### src/julia_escape_time_pixel_assert.svh
// ----------------------------------------------------------------------------
// julia escape time pixel assertion macros
// shared assertion forms, clocked on clk and disabled while rst_n is low
// ----------------------------------------------------------------------------
`ifndef JULIA_ESCAPE_TIME_PIXEL_ASSERT_SVH
`define JULIA_ESCAPE_TIME_PIXEL_ASSERT_SVH

// same-cycle implication
`define JETP_ASSERT_NOW(lbl, ante, cons, msg) \
    lbl: assert property (@(posedge clk) disable iff (!rst_n) (ante) |-> (cons)) \
        else $error(msg);

// next-cycle implication
`define JETP_ASSERT_NEXT(lbl, ante, cons, msg) \
    lbl: assert property (@(posedge clk) disable iff (!rst_n) (ante) |=> (cons)) \
        else $error(msg);

`endif

### src/jetp_pkg.sv
// ----------------------------------------------------------------------------
// jetp_pkg
// types, register indexes and saturation helpers for the julia pixel block
// ----------------------------------------------------------------------------
package jetp_pkg;

    localparam int CFG_ADDR_W = 3;
    localparam int CFG_DATA_W = 32;
    localparam int COORD_W    = 10;
    localparam int COUNT_W    = 8;
    localparam int Q_FRAC     = 28;

    localparam logic [CFG_ADDR_W-1:0] REG_CONST_RE = 3'd0;
    localparam logic [CFG_ADDR_W-1:0] REG_CONST_IM = 3'd1;
    localparam logic [CFG_ADDR_W-1:0] REG_LEFT_RE  = 3'd2;
    localparam logic [CFG_ADDR_W-1:0] REG_TOP_IM   = 3'd3;
    localparam logic [CFG_ADDR_W-1:0] REG_STEP_RE  = 3'd4;
    localparam logic [CFG_ADDR_W-1:0] REG_STEP_IM  = 3'd5;

    localparam logic signed [31:0] RST_CONST_RE = -32'sd195124485;
    localparam logic signed [31:0] RST_CONST_IM = 32'sd50704004;
    localparam logic signed [31:0] RST_LEFT_RE  = -32'sd268435456;
    localparam logic signed [31:0] RST_TOP_IM   = 32'sd268435456;
    localparam logic [30:0]        RST_STEP_RE  = 31'd838861;
    localparam logic [30:0]        RST_STEP_IM  = 31'd1118481;

    // 4.0 in q8.56
    localparam logic [63:0] ESCAPE_LIMIT = 64'd1 << (2 * Q_FRAC + 2);

    typedef struct packed {
        logic signed [31:0] const_re;
        logic signed [31:0] const_im;
        logic signed [31:0] left_re;
        logic signed [31:0] top_im;
        logic [30:0]        step_re;
        logic [30:0]        step_im;
    } cfg_t;

    typedef struct packed {
        logic signed [31:0] a0;
        logic signed [31:0] b0;
        logic signed [31:0] a1;
        logic signed [31:0] b1;
        logic signed [31:0] a2;
        logic signed [31:0] b2;
    } mul_ops_t;

    typedef struct packed {
        logic signed [63:0] p0;
        logic signed [63:0] p1;
        logic signed [63:0] p2;
    } mul_prod_t;

    function automatic logic signed [31:0] sat64(input logic signed [63:0] v);
        logic signed [31:0] r;
        if (v > 64'sd2147483647)
            r = 32'sh7fffffff;
        else if (v < -64'sd2147483648)
            r = 32'sh80000000;
        else
            r = v[31:0];
        return r;
    endfunction

    function automatic logic signed [31:0] sat_add(input logic signed [31:0] a,
                                                   input logic signed [31:0] b);
        logic signed [32:0] s;
        logic signed [31:0] r;
        s = {a[31], a} + {b[31], b};
        if (s[32] != s[31])
            r = s[32] ? 32'sh80000000 : 32'sh7fffffff;
        else
            r = s[31:0];
        return r;
    endfunction

endpackage

### src/jetp_cfg.sv
// ----------------------------------------------------------------------------
// jetp_cfg
// configuration register file, write only
// ----------------------------------------------------------------------------
module jetp_cfg
(
    input  logic                               clk,
    input  logic                               rst_n,
    input  logic                               cfg_we,
    input  logic [jetp_pkg::CFG_ADDR_W-1:0]    cfg_addr,
    input  logic [jetp_pkg::CFG_DATA_W-1:0]    cfg_wdata,
    output jetp_pkg::cfg_t                     cfg
);

    jetp_pkg::cfg_t cfg_reg;
    jetp_pkg::cfg_t cfg_next;

    always_comb
    begin
        cfg_next = cfg_reg;
        if (cfg_we)
        begin
            unique case (cfg_addr)
                jetp_pkg::REG_CONST_RE: cfg_next.const_re = $signed(cfg_wdata);
                jetp_pkg::REG_CONST_IM: cfg_next.const_im = $signed(cfg_wdata);
                jetp_pkg::REG_LEFT_RE:  cfg_next.left_re  = $signed(cfg_wdata);
                jetp_pkg::REG_TOP_IM:   cfg_next.top_im   = $signed(cfg_wdata);
                jetp_pkg::REG_STEP_RE:  cfg_next.step_re  = cfg_wdata[30:0];
                jetp_pkg::REG_STEP_IM:  cfg_next.step_im  = cfg_wdata[30:0];
                default:                cfg_next = cfg_reg;
            endcase
        end
    end

    always_ff @(posedge clk or negedge rst_n)
    begin
        if (!rst_n)
        begin
            cfg_reg.const_re <= jetp_pkg::RST_CONST_RE;
            cfg_reg.const_im <= jetp_pkg::RST_CONST_IM;
            cfg_reg.left_re  <= jetp_pkg::RST_LEFT_RE;
            cfg_reg.top_im   <= jetp_pkg::RST_TOP_IM;
            cfg_reg.step_re  <= jetp_pkg::RST_STEP_RE;
            cfg_reg.step_im  <= jetp_pkg::RST_STEP_IM;
        end
        else
        begin
            cfg_reg <= cfg_next;
        end
    end

    assign cfg = cfg_reg;

endmodule

### config.mk
export PLATFORM = sky130hd
export DESIGN_NAME = jetp_cfg
export DESIGN_NICKNAME = d
export VERILOG_FILES = /design/src/julia_escape_time_pixel_assert.svh /design/src/jetp_pkg.sv /design/src/jetp_cfg.sv
export SDC_FILE = /design/constraint.sdc
export NUM_CORES = 1
export LEC_CHECK = 0
export BUFFER_PORTS_ARGS = -buffer_cell sky130_fd_sc_hd__buf_4
export CAP_MARGIN = 30
export CORE_MARGIN = 10
export CORE_UTILIZATION = 35
export DETAILED_ROUTE_END_ITERATION = 16
export GPL_TIMING_DRIVEN = 0
export PLACE_DENSITY = 0.65
export SLEW_MARGIN = 30
export SYNTH_ARGS = -nofsm -noshare
export SYNTH_HDL_FRONTEND = slang
export SYNTH_SLANG_ARGS = --single-unit
### constraint.sdc
create_clock -name clk -period 1.11 [get_ports clk]
set_clock_uncertainty 0.15 [all_clocks]
set_input_delay 0.0555 -clock clk [delete_from_list [all_inputs] [get_ports clk]]
set_output_delay 0.0555 -clock clk [all_outputs]
set_load 0.01 [all_outputs]
# == After elaboration in Yosys (flattened, before gate mapping) ==
# Cells that the tools add are included.
# totals
memories,0
reg_bits,190
latch_bits,0
in_bits,38
romBits,0
ramBits,0
# op_classes
div_mod_pow,0
n_mul,0
bitwise_logic,0
n_lt_le_gt_ge,0
addsub,0
shifts,0
mux,0
eq_ne,5
n_reduce_logical,7
# ops
operator,n
AND reduction 2 bit,6
== test 3 x 2 -> 1 bit (second input constant),2
== test 3 bit (second input constant),2
== test 3 x 1 -> 1 bit (second input constant),1
zero test 3 bit,1

# == Longest topological paths before layout ==
# logic_depth
ltp_word,2
mapped_depth,4
depth_no_buf,2

# == Worst setup path before layout ==
# Ideal clock, no wire load.
# synth_path
path_kind,input -> register
start,input cfg_addr[1] (netlist name)
end,"register cfg_reg, in the netlist cfg[179]"
setup_slack_ps,-144
setup_time_ps,125
required_ps,835
cell_stages,3
arrival_time_ps,979
n_path_buf,1
cell_sequence,nor4b_4 > buf_6 > mux2_2
# synth_via
elab_chain_len,2
# synth_lines
item,line,text
"start, declared",jetp_cfg.sv:10,"input logic [jetp_pkg::CFG_ADDR_W-1:0] cfg_addr,"
zero test 3 bit,jetp_cfg.sv:23,unique case (cfg_addr)
AND reduction 2 bit (no line),n/a,
"end signal, assigned",jetp_cfg.sv:48,cfg_reg <= cfg_next;
"end, declared",jetp_cfg.sv:15,jetp_pkg::cfg_t cfg_reg;
# No other way between the ends.
# A chain may end at the register's enable or synchronous reset.

# == Worst setup path in the final report ==
# layout_path
start,"register cfg_reg, in the netlist cfg[178]"
end,output cfg[178] (netlist name)
# layout_rtl
item,line,text
"end, declared",jetp_cfg.sv:12,output jetp_pkg::cfg_t cfg
# No word-level cell between the ends.

==> summary.md <==
| Metric | Value |
|---|---|
| VDD IR-drop max | 1.02 mV |
| Worst Path Required | 0.90 ns |
| M1 WL | 8.27 mm |
| IO Pins | 228 |
| Maxcap violations | 0 |
| Starting Density | 35.6% |
| Setup crit end kind | primary output |
| Slowest cell on the critical path | dfstp_2 |
| Max Slew Vio Count | 0 |
| Routed vias/inst | 4.59 |
| Final Core Density | 58.2% |
| Core Area | 0.0202 mm² |
| RSZ-0062 raised after global routing | true |
| DIE AREA | 0.0267 mm² |
| FF+latch count, synth | 190 |
| Max_slew headroom | 71.3% |
| Crit path arrival time | 1.08 ns |
| Cts bufs inserted | 17 |
| Routed via count | 4784 |
| Number of flip-flops in the largest register | 190 |
| Synth warnings | 0 |
| Cts hold-fix bufs | 32 |
| Fmax | 777 MHz |
| Post-Place Cells | 905 |
| Clock Pin Slew Worst Setup and Hold Paths | 0.07 ns |
| Area Growth Syn to Fin | 63.5% |
| Crit path buf inv count | 1 |
| TNS Setup | -14.12 ns |
| Critical path, cell by cell | buf_6 |
| Grt total ovfl | 0 |
| H-tree levels | 4 |
| WL/cell | 20.6 µm |
| CP top delay family | flip-flops |
| Vias in the first global route | 5476 |
| Clock Latency Late Sink | 0.42 ns |
| Largest stage delay, worst path | 0.56 ns |
| Hold slack | -0.668 ns |
| Fin nets | 798 |
| First-pass GRT wire length | 32.7 mm |
| Routed wire length | 21.4 mm |
| Drt pass-1 iters | 4 |
| Total GRT Usage | 15.9% |
| WL met2 | 11.3 mm |
| P_leak | 5.44 nW |
| Design area | 0.0118 mm² |
| DP Area | 0.00957 mm² |
| Area leader, netlist | dfrtp_1 |
| Critical path launch point type | flop |
| Top routing layer used | met4 |
| Top cell type's share of synthesized area | 47.6% |
| Number of library cell types mapped by synthesis | 10 |
| Pin count of the biggest net entering global routing | 88 |
| CTS sink cnt | 190 |
| CP Class | reg2out |
| Placer Congestion | 0.759 |
| Synth Net Count | 444 |
| Die W | 164 µm |
| DPL Wire Length | 14.7 mm |
| Critical path launch point | cfg[178] |
| Layout cells sized above 1 | 76.7% |
| Buffers on Ports | 227 |
| Fillers | 1545 |
| Antenna violations before repair | 0 |
| Hold Vio Cnt, Final | 103 |
| Biggest fanout along the worst timing path | 2 |
| Hold/Removal Path Class | in2async |
| Status | complete, but fails checks |
| DR DRC count | 0 |
| # diodes | 0 |
| Final worst path period share | 116% |
| Reg2Reg Setup Slack | 0.01 ns |
| Power Dens Cells | 2030 mW/mm² |
| Setup ws final | -0.177 ns |
| Synth area leaders | dfrtp_1 (48%), mux2_2 (28%), dfstp_2 (19%) |
| Clk buf depth | 2 |
| Cell area after synthesis | 0.00721 mm² |
| Register area share after synthesis | 66.9% |
| Failing checks | negative hold slack, negative setup slack |
| Drt first-iter violations | 171 |
| CTS tree | built |
| Die height | 164 µm |
| Wire length on met3 | 1.54 mm |
| Gate Count Post-Synth | 406 |
| Final Setup Violations | 190 |
| R2r startpoint | cfg[137] |
| Antenna viol nets, final | 0 |
| Worst Max-Slew Pin Slew | 0.431 ns |
| Pre-CTS WS | -0.504 ns |
| Num rows | 52 |
| Root Driver | clkbuf_16 |
| Synth Area per Inst | 17.8 µm² |
| Fin cells | 1043 |
| Minimum clock period | 1.29 ns |
==> layer usage <==
metal	track usage, %	up-vias
li1	-	2152
met2	27.4	131
met5	0	-
met3	5.76	20
met4	5.36	0
met1	17.9	2481
==> path summary, 6_finish.rpt <==
path | cells past startpoint | to
max | 1 | cfg[178]
min | 1 | cfg[115]
max reg2reg | 3 | cfg[137]
min reg2reg | 1 | cfg[105]
max in group asynchronous | 3 | cfg[49]
min in group clk | 3 | cfg[30]
==> per-stage QoR <==
step           hold slack, ns  power [mW]
2_1_floorplan          -0.390        12.1
3_3_place_gp            0.162        15.5
3_5_place_dp           -0.216        15.7
4_1_cts                -0.680        24.1
5_1_grt                -0.679        25.1
6_report               -0.668        24.0
==> cells in the mapped netlist, drive strengths merged <==
master  count
and4bb      1
nor4bb      2
nor4b       1
nand4b      2
mux2      190
buf        20
dfrtp     137
dfstp      53
==> cell usage in the layout (no fill, tap or decap) <==
master,n
and4bb_2,1
buf_6,201
dlygate4sd3_1,32
dfstp_2,53
buf_8,2
inv_8,2
nor4bb_1,1
nor4bb_2,1
dfrtp_1,137
clkinvlp_4,3
buf_2,6
clkinv_4,2
mux2_4,68
clkbuf_16,17
buf_4,112
clkbuf_1,2
inv_6,3
buf_16,2
bufinv_16,3
mux2_2,116
nand4b_1,2
nor4b_4,1
mux2_1,6
==> power breakdown <==
group | switching (mW) | internal [mW] | total (mW)
clock | 2.74 | 3.61 | 6.35
sequential | 1.18 | 8.78 | 9.96
combinational | 2.59 | 5.05 | 7.65
total | 6.51 | 17.4 | 24.0
==> logic make-up after synthesis <==
logic type | count (synthesis) | share of synthesized area, %
DFF | 190 | 66.9
buffers and inverters | 20 | 2.43
and+or+nand+nor | 6 | 1.02
muxes | 190 | 29.7
==> repair_timing <==
item / 4_1_cts / 5_1_grt
endpoints found under the hold margin: 291 / 83
pin swaps: 1 / 0
gates resized for setup: 190 / 3
endpoints found under the setup margin: 217 / 223
buffers inserted: 62 / 12
==> layout make-up <==
type                            instances  area, µm²  area share, %
Timing Repair Buffer                  335       3360           28.5
Buffer                                 20        184           1.56
Multi-Input combinational cell        196       2470           21.0
Clock inverter                         13        179           1.52
Tap cell                              270        338           2.87
Sequential cell                       190       4820           40.9
Clock buffer                           19        433           3.67
Note: power is estimated with default switching activity, not from simulation.
